**src/design/ofs_pkg.sv**
```systemverilog
package ofs_pkg;

    // default fraction bits of the quotients and of u, v
    localparam int FRAC_BITS_DEF = 16;
    // fraction bits of oct_u and oct_v on the result port
    localparam int OUT_FRAC = 16;

    localparam int DIR_W  = 16;
    localparam int MAG_W  = 16;
    localparam int SUM_W  = 17;
    localparam int FM_W   = 6;
    localparam int UNIT_W = 17;
    localparam int COL_W  = 6;
    localparam int NB_W   = 7;

    localparam logic [FM_W-1:0] FM_RESET = 6'd15;

    // input beat
    typedef struct packed {
        logic signed [DIR_W-1:0] dir_x;
        logic signed [DIR_W-1:0] dir_y;
        logic signed [DIR_W-1:0] dir_z;
    } dir_t;

    // result beat
    typedef struct packed {
        logic [UNIT_W-1:0] oct_u;
        logic [UNIT_W-1:0] oct_v;
        logic [COL_W-1:0]  base_col;
        logic [COL_W-1:0]  base_row;
        logic [NB_W-1:0]   mid_col;
        logic [NB_W-1:0]   mid_row;
        logic [NB_W-1:0]   far_col;
        logic [NB_W-1:0]   far_row;
        logic              upper_triangle;
        logic              zero_vector;
    } res_t;

    // per-item flags that ride along the pipeline
    typedef struct packed {
        logic zero;
        logic fold;
        logic neg_x;
        logic neg_z;
    } side_t;

endpackage

```
**src/design/ofs_prep.sv**
```systemverilog
module ofs_prep #(
    parameter int FRAC_BITS = ofs_pkg::FRAC_BITS_DEF
) (
    input  logic                       clk,
    input  logic                       rst_n,
    input  logic                       in_valid,
    input  ofs_pkg::dir_t              dir,
    output logic                       out_valid,
    output ofs_pkg::side_t             side,
    output logic [ofs_pkg::SUM_W-1:0]  sum,
    output logic [ofs_pkg::SUM_W-1:0]  rem_x,
    output logic [ofs_pkg::SUM_W-1:0]  rem_z,
    output logic [FRAC_BITS:0]         quo_x,
    output logic [FRAC_BITS:0]         quo_z
);

    localparam int QW = FRAC_BITS + 1;

    logic [ofs_pkg::MAG_W-1:0] mag_x, mag_y, mag_z;
    logic                      x_zero, y_zero, z_zero;
    logic                      top_x, top_z;

    logic                       valid_reg;
    ofs_pkg::side_t             side_reg, side_next;
    logic [ofs_pkg::SUM_W-1:0]  sum_reg, sum_next;
    logic [ofs_pkg::SUM_W-1:0]  rem_x_reg, rem_x_next;
    logic [ofs_pkg::SUM_W-1:0]  rem_z_reg, rem_z_next;
    logic [QW-1:0]              quo_x_reg, quo_x_next;
    logic [QW-1:0]              quo_z_reg, quo_z_next;

    // magnitudes, l1 norm and the integer quotient bit
    always_comb
    begin
        mag_x  = dir.dir_x[ofs_pkg::DIR_W-1] ? ofs_pkg::MAG_W'(~dir.dir_x + 16'sd1) : dir.dir_x;
        mag_y  = dir.dir_y[ofs_pkg::DIR_W-1] ? ofs_pkg::MAG_W'(~dir.dir_y + 16'sd1) : dir.dir_y;
        mag_z  = dir.dir_z[ofs_pkg::DIR_W-1] ? ofs_pkg::MAG_W'(~dir.dir_z + 16'sd1) : dir.dir_z;
        x_zero = (dir.dir_x == '0);
        y_zero = (dir.dir_y == '0);
        z_zero = (dir.dir_z == '0);

        // quotient reaches one only when the other two components are zero
        top_x = y_zero && z_zero && !x_zero;
        top_z = x_zero && y_zero && !z_zero;

        sum_next = ofs_pkg::SUM_W'(mag_x) + ofs_pkg::SUM_W'(mag_y)
                 + ofs_pkg::SUM_W'(mag_z);
        rem_x_next = top_x ? '0 : ofs_pkg::SUM_W'(mag_x);
        rem_z_next = top_z ? '0 : ofs_pkg::SUM_W'(mag_z);
        quo_x_next = QW'(top_x);
        quo_z_next = QW'(top_z);

        side_next.zero  = x_zero && y_zero && z_zero;
        side_next.fold  = dir.dir_y[ofs_pkg::DIR_W-1] || y_zero;
        side_next.neg_x = dir.dir_x[ofs_pkg::DIR_W-1];
        side_next.neg_z = dir.dir_z[ofs_pkg::DIR_W-1];
    end

    // valid bit
    always_ff @(posedge clk or negedge rst_n)
    begin
        if (!rst_n)
        begin
            valid_reg <= 1'b0;
        end
        else
        begin
            valid_reg <= in_valid;
        end
    end

    // payload
    always_ff @(posedge clk)
    begin
        side_reg  <= side_next;
        sum_reg   <= sum_next;
        rem_x_reg <= rem_x_next;
        rem_z_reg <= rem_z_next;
        quo_x_reg <= quo_x_next;
        quo_z_reg <= quo_z_next;
    end

    assign out_valid = valid_reg;
    assign side      = side_reg;
    assign sum       = sum_reg;
    assign rem_x     = rem_x_reg;
    assign rem_z     = rem_z_reg;
    assign quo_x     = quo_x_reg;
    assign quo_z     = quo_z_reg;

endmodule

```
**src/design/ofs_div_step.sv**
```systemverilog
module ofs_div_step #(
    parameter int FRAC_BITS = ofs_pkg::FRAC_BITS_DEF
) (
    input  logic                       clk,
    input  logic                       rst_n,
    input  logic                       in_valid,
    input  ofs_pkg::side_t             in_side,
    input  logic [ofs_pkg::SUM_W-1:0]  in_sum,
    input  logic [ofs_pkg::SUM_W-1:0]  in_rem_x,
    input  logic [ofs_pkg::SUM_W-1:0]  in_rem_z,
    input  logic [FRAC_BITS:0]         in_quo_x,
    input  logic [FRAC_BITS:0]         in_quo_z,
    output logic                       out_valid,
    output ofs_pkg::side_t             out_side,
    output logic [ofs_pkg::SUM_W-1:0]  out_sum,
    output logic [ofs_pkg::SUM_W-1:0]  out_rem_x,
    output logic [ofs_pkg::SUM_W-1:0]  out_rem_z,
    output logic [FRAC_BITS:0]         out_quo_x,
    output logic [FRAC_BITS:0]         out_quo_z
);

    localparam int QW = FRAC_BITS + 1;
    localparam int CW = ofs_pkg::SUM_W + 1;

    logic [CW-1:0] cand_x, cand_z, div_ext, diff_x, diff_z;
    logic          ge_x, ge_z;

    logic                       valid_reg;
    ofs_pkg::side_t             side_reg;
    logic [ofs_pkg::SUM_W-1:0]  sum_reg;
    logic [ofs_pkg::SUM_W-1:0]  rem_x_reg, rem_x_next;
    logic [ofs_pkg::SUM_W-1:0]  rem_z_reg, rem_z_next;
    logic [QW-1:0]              quo_x_reg, quo_x_next;
    logic [QW-1:0]              quo_z_reg, quo_z_next;

    // one restoring step for both quotients
    always_comb
    begin
        div_ext = {1'b0, in_sum};
        cand_x  = {in_rem_x, 1'b0};
        cand_z  = {in_rem_z, 1'b0};
        diff_x  = cand_x - div_ext;
        diff_z  = cand_z - div_ext;
        ge_x    = (cand_x >= div_ext);
        ge_z    = (cand_z >= div_ext);

        rem_x_next = ge_x ? diff_x[ofs_pkg::SUM_W-1:0] : cand_x[ofs_pkg::SUM_W-1:0];
        rem_z_next = ge_z ? diff_z[ofs_pkg::SUM_W-1:0] : cand_z[ofs_pkg::SUM_W-1:0];
        quo_x_next = {in_quo_x[QW-2:0], ge_x};
        quo_z_next = {in_quo_z[QW-2:0], ge_z};
    end

    // valid bit
    always_ff @(posedge clk or negedge rst_n)
    begin
        if (!rst_n)
        begin
            valid_reg <= 1'b0;
        end
        else
        begin
            valid_reg <= in_valid;
        end
    end

    // payload
    always_ff @(posedge clk)
    begin
        side_reg  <= in_side;
        sum_reg   <= in_sum;
        rem_x_reg <= rem_x_next;
        rem_z_reg <= rem_z_next;
        quo_x_reg <= quo_x_next;
        quo_z_reg <= quo_z_next;
    end

    assign out_valid = valid_reg;
    assign out_side  = side_reg;
    assign out_sum   = sum_reg;
    assign out_rem_x = rem_x_reg;
    assign out_rem_z = rem_z_reg;
    assign out_quo_x = quo_x_reg;
    assign out_quo_z = quo_z_reg;

endmodule

```
**src/design/ofs_grid.sv**
```systemverilog
module ofs_grid #(
    parameter int FRAC_BITS = ofs_pkg::FRAC_BITS_DEF
) (
    input  logic                      clk,
    input  logic                      rst_n,
    input  logic                      in_valid,
    input  ofs_pkg::side_t            side,
    input  logic [FRAC_BITS:0]        quo_x,
    input  logic [FRAC_BITS:0]        quo_z,
    input  logic [ofs_pkg::FM_W-1:0]  frames_minus_one,
    output logic                      out_valid,
    output ofs_pkg::res_t             result
);

    localparam int QW  = FRAC_BITS + 1;
    localparam int TW  = FRAC_BITS + 2;
    localparam int GW  = QW + ofs_pkg::FM_W;
    localparam int SHR = (FRAC_BITS >= ofs_pkg::OUT_FRAC) ? FRAC_BITS - ofs_pkg::OUT_FRAC : 0;
    localparam int SHL = (FRAC_BITS <  ofs_pkg::OUT_FRAC) ? ofs_pkg::OUT_FRAC - FRAC_BITS : 0;
    localparam int EW  = QW + ofs_pkg::OUT_FRAC;
    localparam logic [TW-1:0] ONE = {2'b01, {FRAC_BITS{1'b0}}};

    logic [TW-1:0] mag_x, mag_z, t_x, t_z;
    logic [QW-1:0] u_next, v_next;

    logic [GW-1:0]              gu, gv;
    logic [FRAC_BITS-1:0]       frac_u, frac_v;
    logic [ofs_pkg::COL_W-1:0]  col, row;
    logic                       up;
    logic [EW-1:0]              u_ext, v_ext;
    ofs_pkg::res_t              res_next;

    logic           va_reg, vb_reg, done_reg;
    logic           zero_a_reg, zero_b_reg;
    logic [QW-1:0]  u_a_reg, v_a_reg, u_b_reg, v_b_reg;
    logic [GW-1:0]  gu_reg, gv_reg;
    ofs_pkg::res_t  result_reg;

    // fold the lower hemisphere and map to [0,1]; the sign stays that of the input
    always_comb
    begin
        mag_x  = side.fold ? ONE - TW'(quo_z) : TW'(quo_x);
        mag_z  = side.fold ? ONE - TW'(quo_x) : TW'(quo_z);
        t_x    = side.neg_x ? ONE - mag_x : ONE + mag_x;
        t_z    = side.neg_z ? ONE - mag_z : ONE + mag_z;
        u_next = t_x[TW-1:1];
        v_next = t_z[TW-1:1];
    end

    // scale by the frame count
    always_comb
    begin
        gu = GW'(u_a_reg) * GW'(frames_minus_one);
        gv = GW'(v_a_reg) * GW'(frames_minus_one);
    end

    // grid cell, triangle and frames
    always_comb
    begin
        frac_u = gu_reg[FRAC_BITS-1:0];
        frac_v = gv_reg[FRAC_BITS-1:0];
        col    = gu_reg[FRAC_BITS +: ofs_pkg::COL_W];
        row    = gv_reg[FRAC_BITS +: ofs_pkg::COL_W];
        up     = (frac_u > frac_v);
        u_ext  = EW'(u_b_reg);
        v_ext  = EW'(v_b_reg);

        res_next                = '0;
        if (zero_b_reg)
        begin
            res_next.zero_vector = 1'b1;
        end
        else
        begin
            res_next.oct_u          = ofs_pkg::UNIT_W'((u_ext << SHL) >> SHR);
            res_next.oct_v          = ofs_pkg::UNIT_W'((v_ext << SHL) >> SHR);
            res_next.base_col       = col;
            res_next.base_row       = row;
            res_next.mid_col        = ofs_pkg::NB_W'(col) + ofs_pkg::NB_W'(up);
            res_next.mid_row        = ofs_pkg::NB_W'(row) + ofs_pkg::NB_W'(!up);
            res_next.far_col        = ofs_pkg::NB_W'(col) + 7'd1;
            res_next.far_row        = ofs_pkg::NB_W'(row) + 7'd1;
            res_next.upper_triangle = up;
        end
    end

    // valid bits
    always_ff @(posedge clk or negedge rst_n)
    begin
        if (!rst_n)
        begin
            va_reg   <= 1'b0;
            vb_reg   <= 1'b0;
            done_reg <= 1'b0;
        end
        else
        begin
            va_reg   <= in_valid;
            vb_reg   <= va_reg;
            done_reg <= vb_reg;
        end
    end

    // payload
    always_ff @(posedge clk)
    begin
        zero_a_reg <= side.zero;
        u_a_reg    <= u_next;
        v_a_reg    <= v_next;
        zero_b_reg <= zero_a_reg;
        u_b_reg    <= u_a_reg;
        v_b_reg    <= v_a_reg;
        gu_reg     <= gu;
        gv_reg     <= gv;
        result_reg <= res_next;
    end

    assign out_valid = done_reg;
    assign result    = result_reg;

endmodule

```
**src/design/octahedral_frame_select.sv**
```systemverilog
// channel  | signals                   | beat moves when
// ---------+---------------------------+-----------------------------
// command  | start, busy, dir          | start high and busy low
// result   | done, result              | done high (one cycle)
// config   | cfg_wr_en, cfg_wr_data    | cfg_wr_en high
//
// one beat per cycle; busy stays low, a command is taken every cycle.
// the pipeline has one input stage, one divider stage per quotient
// fraction bit, then fold, scale and output stages.
// reset clears the valid bits only and loads frames_minus_one with 15.
// the receiver cannot stall; done is a one-cycle strobe.
module octahedral_frame_select #(
    parameter int FRAC_BITS = ofs_pkg::FRAC_BITS_DEF
) (
    input  logic                      clk,
    input  logic                      rst_n,
    input  logic                      start,
    output logic                      busy,
    input  ofs_pkg::dir_t             dir,
    input  logic                      cfg_wr_en,
    input  logic [ofs_pkg::FM_W-1:0]  cfg_wr_data,
    output logic                      done,
    output ofs_pkg::res_t             result
);

    localparam int QW = FRAC_BITS + 1;

    logic [ofs_pkg::FM_W-1:0] fm_reg;

    logic                       valid_c [0:FRAC_BITS];
    ofs_pkg::side_t             side_c  [0:FRAC_BITS];
    logic [ofs_pkg::SUM_W-1:0]  sum_c   [0:FRAC_BITS];
    logic [ofs_pkg::SUM_W-1:0]  rem_x_c [0:FRAC_BITS];
    logic [ofs_pkg::SUM_W-1:0]  rem_z_c [0:FRAC_BITS];
    logic [QW-1:0]              quo_x_c [0:FRAC_BITS];
    logic [QW-1:0]              quo_z_c [0:FRAC_BITS];

    // frame count register
    always_ff @(posedge clk or negedge rst_n)
    begin
        if (!rst_n)
        begin
            fm_reg <= ofs_pkg::FM_RESET;
        end
        else if (cfg_wr_en)
        begin
            fm_reg <= cfg_wr_data;
        end
    end

    assign busy = 1'b0;

    // magnitudes and l1 norm
    ofs_prep #(
        .FRAC_BITS (FRAC_BITS)
    ) u_prep (
        .clk       (clk),
        .rst_n     (rst_n),
        .in_valid  (start && !busy),
        .dir       (dir),
        .out_valid (valid_c[0]),
        .side      (side_c[0]),
        .sum       (sum_c[0]),
        .rem_x     (rem_x_c[0]),
        .rem_z     (rem_z_c[0]),
        .quo_x     (quo_x_c[0]),
        .quo_z     (quo_z_c[0])
    );

    // pipelined divider, one fraction bit per stage
    for (genvar k = 0; k < FRAC_BITS; k++)
    begin : g_div
        ofs_div_step #(
            .FRAC_BITS (FRAC_BITS)
        ) u_step (
            .clk       (clk),
            .rst_n     (rst_n),
            .in_valid  (valid_c[k]),
            .in_side   (side_c[k]),
            .in_sum    (sum_c[k]),
            .in_rem_x  (rem_x_c[k]),
            .in_rem_z  (rem_z_c[k]),
            .in_quo_x  (quo_x_c[k]),
            .in_quo_z  (quo_z_c[k]),
            .out_valid (valid_c[k+1]),
            .out_side  (side_c[k+1]),
            .out_sum   (sum_c[k+1]),
            .out_rem_x (rem_x_c[k+1]),
            .out_rem_z (rem_z_c[k+1]),
            .out_quo_x (quo_x_c[k+1]),
            .out_quo_z (quo_z_c[k+1])
        );
    end

    // fold, scale and frame selection
    ofs_grid #(
        .FRAC_BITS (FRAC_BITS)
    ) u_grid (
        .clk              (clk),
        .rst_n            (rst_n),
        .in_valid         (valid_c[FRAC_BITS]),
        .side             (side_c[FRAC_BITS]),
        .quo_x            (quo_x_c[FRAC_BITS]),
        .quo_z            (quo_z_c[FRAC_BITS]),
        .frames_minus_one (fm_reg),
        .out_valid        (done),
        .result           (result)
    );

endmodule

```
**config.mk**
```make
export PLATFORM = sky130hd
export DESIGN_NAME = octahedral_frame_select
export DESIGN_NICKNAME = d
export VERILOG_FILES = /design/src/design/ofs_pkg.sv /design/src/design/ofs_prep.sv /design/src/design/ofs_div_step.sv /design/src/design/ofs_grid.sv /design/src/design/octahedral_frame_select.sv
export SDC_FILE = /design/constraint.sdc
export NUM_CORES = 2
export LEC_CHECK = 0
export BUFFER_PORTS_ARGS = -buffer_cell sky130_fd_sc_hd__buf_2
export CAP_MARGIN = 20
export CORE_MARGIN = 4
export CORE_UTILIZATION = 50
export CTS_CLUSTER_DIAMETER = 30
export DETAILED_ROUTE_END_ITERATION = 10
export HOLD_SLACK_MARGIN = 0.05
export MAX_ROUTING_LAYER = met4
export PLACE_DENSITY = 0.66
export SYNTH_ARGS = -nofsm -noshare
export SYNTH_HDL_FRONTEND = slang
export SYNTH_HIERARCHICAL = 1
export SYNTH_SLANG_ARGS = --single-unit
export TNS_END_PERCENT = 20
```
**constraint.sdc**
```tcl
create_clock -name clk -period 5.45 [get_ports clk]
set_input_delay 0.8175 -clock clk [delete_from_list [all_inputs] [get_ports clk]]
set_output_delay 0.8175 -clock clk [all_outputs]
set_load 0.03 [all_outputs]
```
==> metrics.txt <==
outcome=finished clean; YS warnings=6; DRC=0; Final nets=8746; worst path arrival time=5.67 ns; I/O pin cnt=136; Max Slew Vio Count=0; Die ar.=0.155 sq mm; drt wl/cell=18.8 um; MaxCap Viol Count=0; DRT Pass-1 Iters=6; H-tree depth=5; hold_sp=dir[47]; R2R setup slack=0.56 ns; commonest non-fill, non-tap cells in the layout=1376 x dfxtp_1, 682 x inv_1, 648 x ha_1, 551 x nand2_1, 399 x a21oi_1; CP Launch Type=register; endpoints failing hold=0; final critical-path share of the clock period=89.7%; core area=0.148 sq mm; largest net degree at the start of global routing=72; synthesized cell area=0.0746 sq mm; RSZ-0062 raised after global routing=no; Bufs on Longest Clock Path=4; layout cells sized above 1=14.3%; Post-CTS Resized=0; measured slew at the worst slew-check pin=0.870 ns; Final Setup Violations=0; routed wire length=189000 um; row cnt=141; global-route wire length before repair=296000 um; Port Buffers=134; CP Class=register to register; Routed Antenna Nets=0; vias=55100; initial antenna violation count=3; number of CTS-inserted buffers=292; Worst setup EP type=register; crit path launch=fm_reg[0]$_DFFE_PN1P_; CTS Root Cell=clkbuf_16; Mean Syn Cell Area=9.77 sq um; Clk Latency, worst-skew pair=0.89 ns; CTS tree=yes; Clk pin slew, worst setup/hold paths=0.05 ns; Fin Setup TNS=0 ns; Mapped Cells=7631; GRT Total Usage=24.4%; commonest non-fill, non-tap cell in the layout=dfxtp_1; Layout area overhead=16.0%; grt ovf=0; gpl congestion=0.930; Slew headroom=41.9%; Initial DRC Count=3441; worst-path fanout max=29; Worst Skew=0.0796 ns; clock tree sinks=1404; Hold WC Path Type=input port to register; worst r2r src=fm_reg[0]$_DFFE_PN1P_; Starting Density=50.4%; dpl hpwl=147000 um; vias in the first global route=54978; Die Wd=394 um; Vias/cell=5.50; Crit path required time=6.23 ns; Max Clk Rate=205 MHz; min Tclk post-route=4.89 ns; Die Ht=394 um
[path summary, 6_finish.rpt]
| path | to | depth (start not counted) |
|---|---|---|
| setup / recovery | u_grid/gu_reg[21]$_DFF_P_ | 15 |
| hold / removal | u_prep/side[1]$_DFF_P_ | 1 |
| setup reg to reg | u_grid/gu_reg[21]$_DFF_P_ | 15 |
| hold reg to reg | g_div[3].u_step/out_quo_x[2]$_DFF_P_ | 0 |
| max in group asynchronous | fm_reg[4]$_DFFE_PN0P_ | 2 |
| min in group asynchronous | g_div[13].u_step/out_valid$_DFF_PN0_ | 2 |
[cell type report]
cell class	count	area, sq um
Antenna cell	2	5.00
Clock buffer	342	7890
Clock inverter	173	2140
Fill cell	12562	61500
Inverter	682	2560
Multi-Input combinational cell	5345	42500
Sequential cell	1404	28200
Tap cell	1930	2410
Timing Repair Buffer	146	769
[metal layers]
layer / share of wire, % / track usage (%) / vias to the layer above
li1: - / - / 27127
met1: 44 / 30.0 / 26099
met2: 47 / 40.1 / 1436
met3: 4.7 / 3.71 / 438
met4: 4.0 / 9.97 / 0
met5: 0 / - / -
[per-stage QoR]
step	setup slack [ns]	cells	instance area (sq um)	hold WS, ns	util [%]
3_5_place_dp	0.432	9504	76500	0.312	51.7
5_1_grt	0.206	10024	86500	0.214	58.5
2_1_floorplan	0.812	7632	74600	0.310	-
4_1_cts	0.552	10021	86500	0.178	58.4
6_report	0.561	10024	86500	0.250	58.5
3_3_place_gp	0.539	9504	76500	0.310	51.7
[critical path, cell delays in order (launching register included)]
cell and delay [ns]:
dfstp_2 0.57, buf_4 0.32, and2_1 0.20, fa_1 0.43, fa_1 0.49, inv_1 0.05
fa_1 0.53, inv_1 0.05, ha_1 0.19, or3_1 0.37, or2_2 0.33, a221o_1 0.34
a211oi_1 0.33, o21ai_0 0.23, and4_1 0.24, nor3_1 0.16
[what timing repair did]
action                                 4_1_cts  5_1_grt
setup endpoints to repair                    0        0
endpoints found under the hold margin       21        0
hold buffers                                 2        0
setup buffers                                0        0
Power is not shown: default switching activity piles up to over one toggle a cycle in this logic, so the estimate is an artifact.
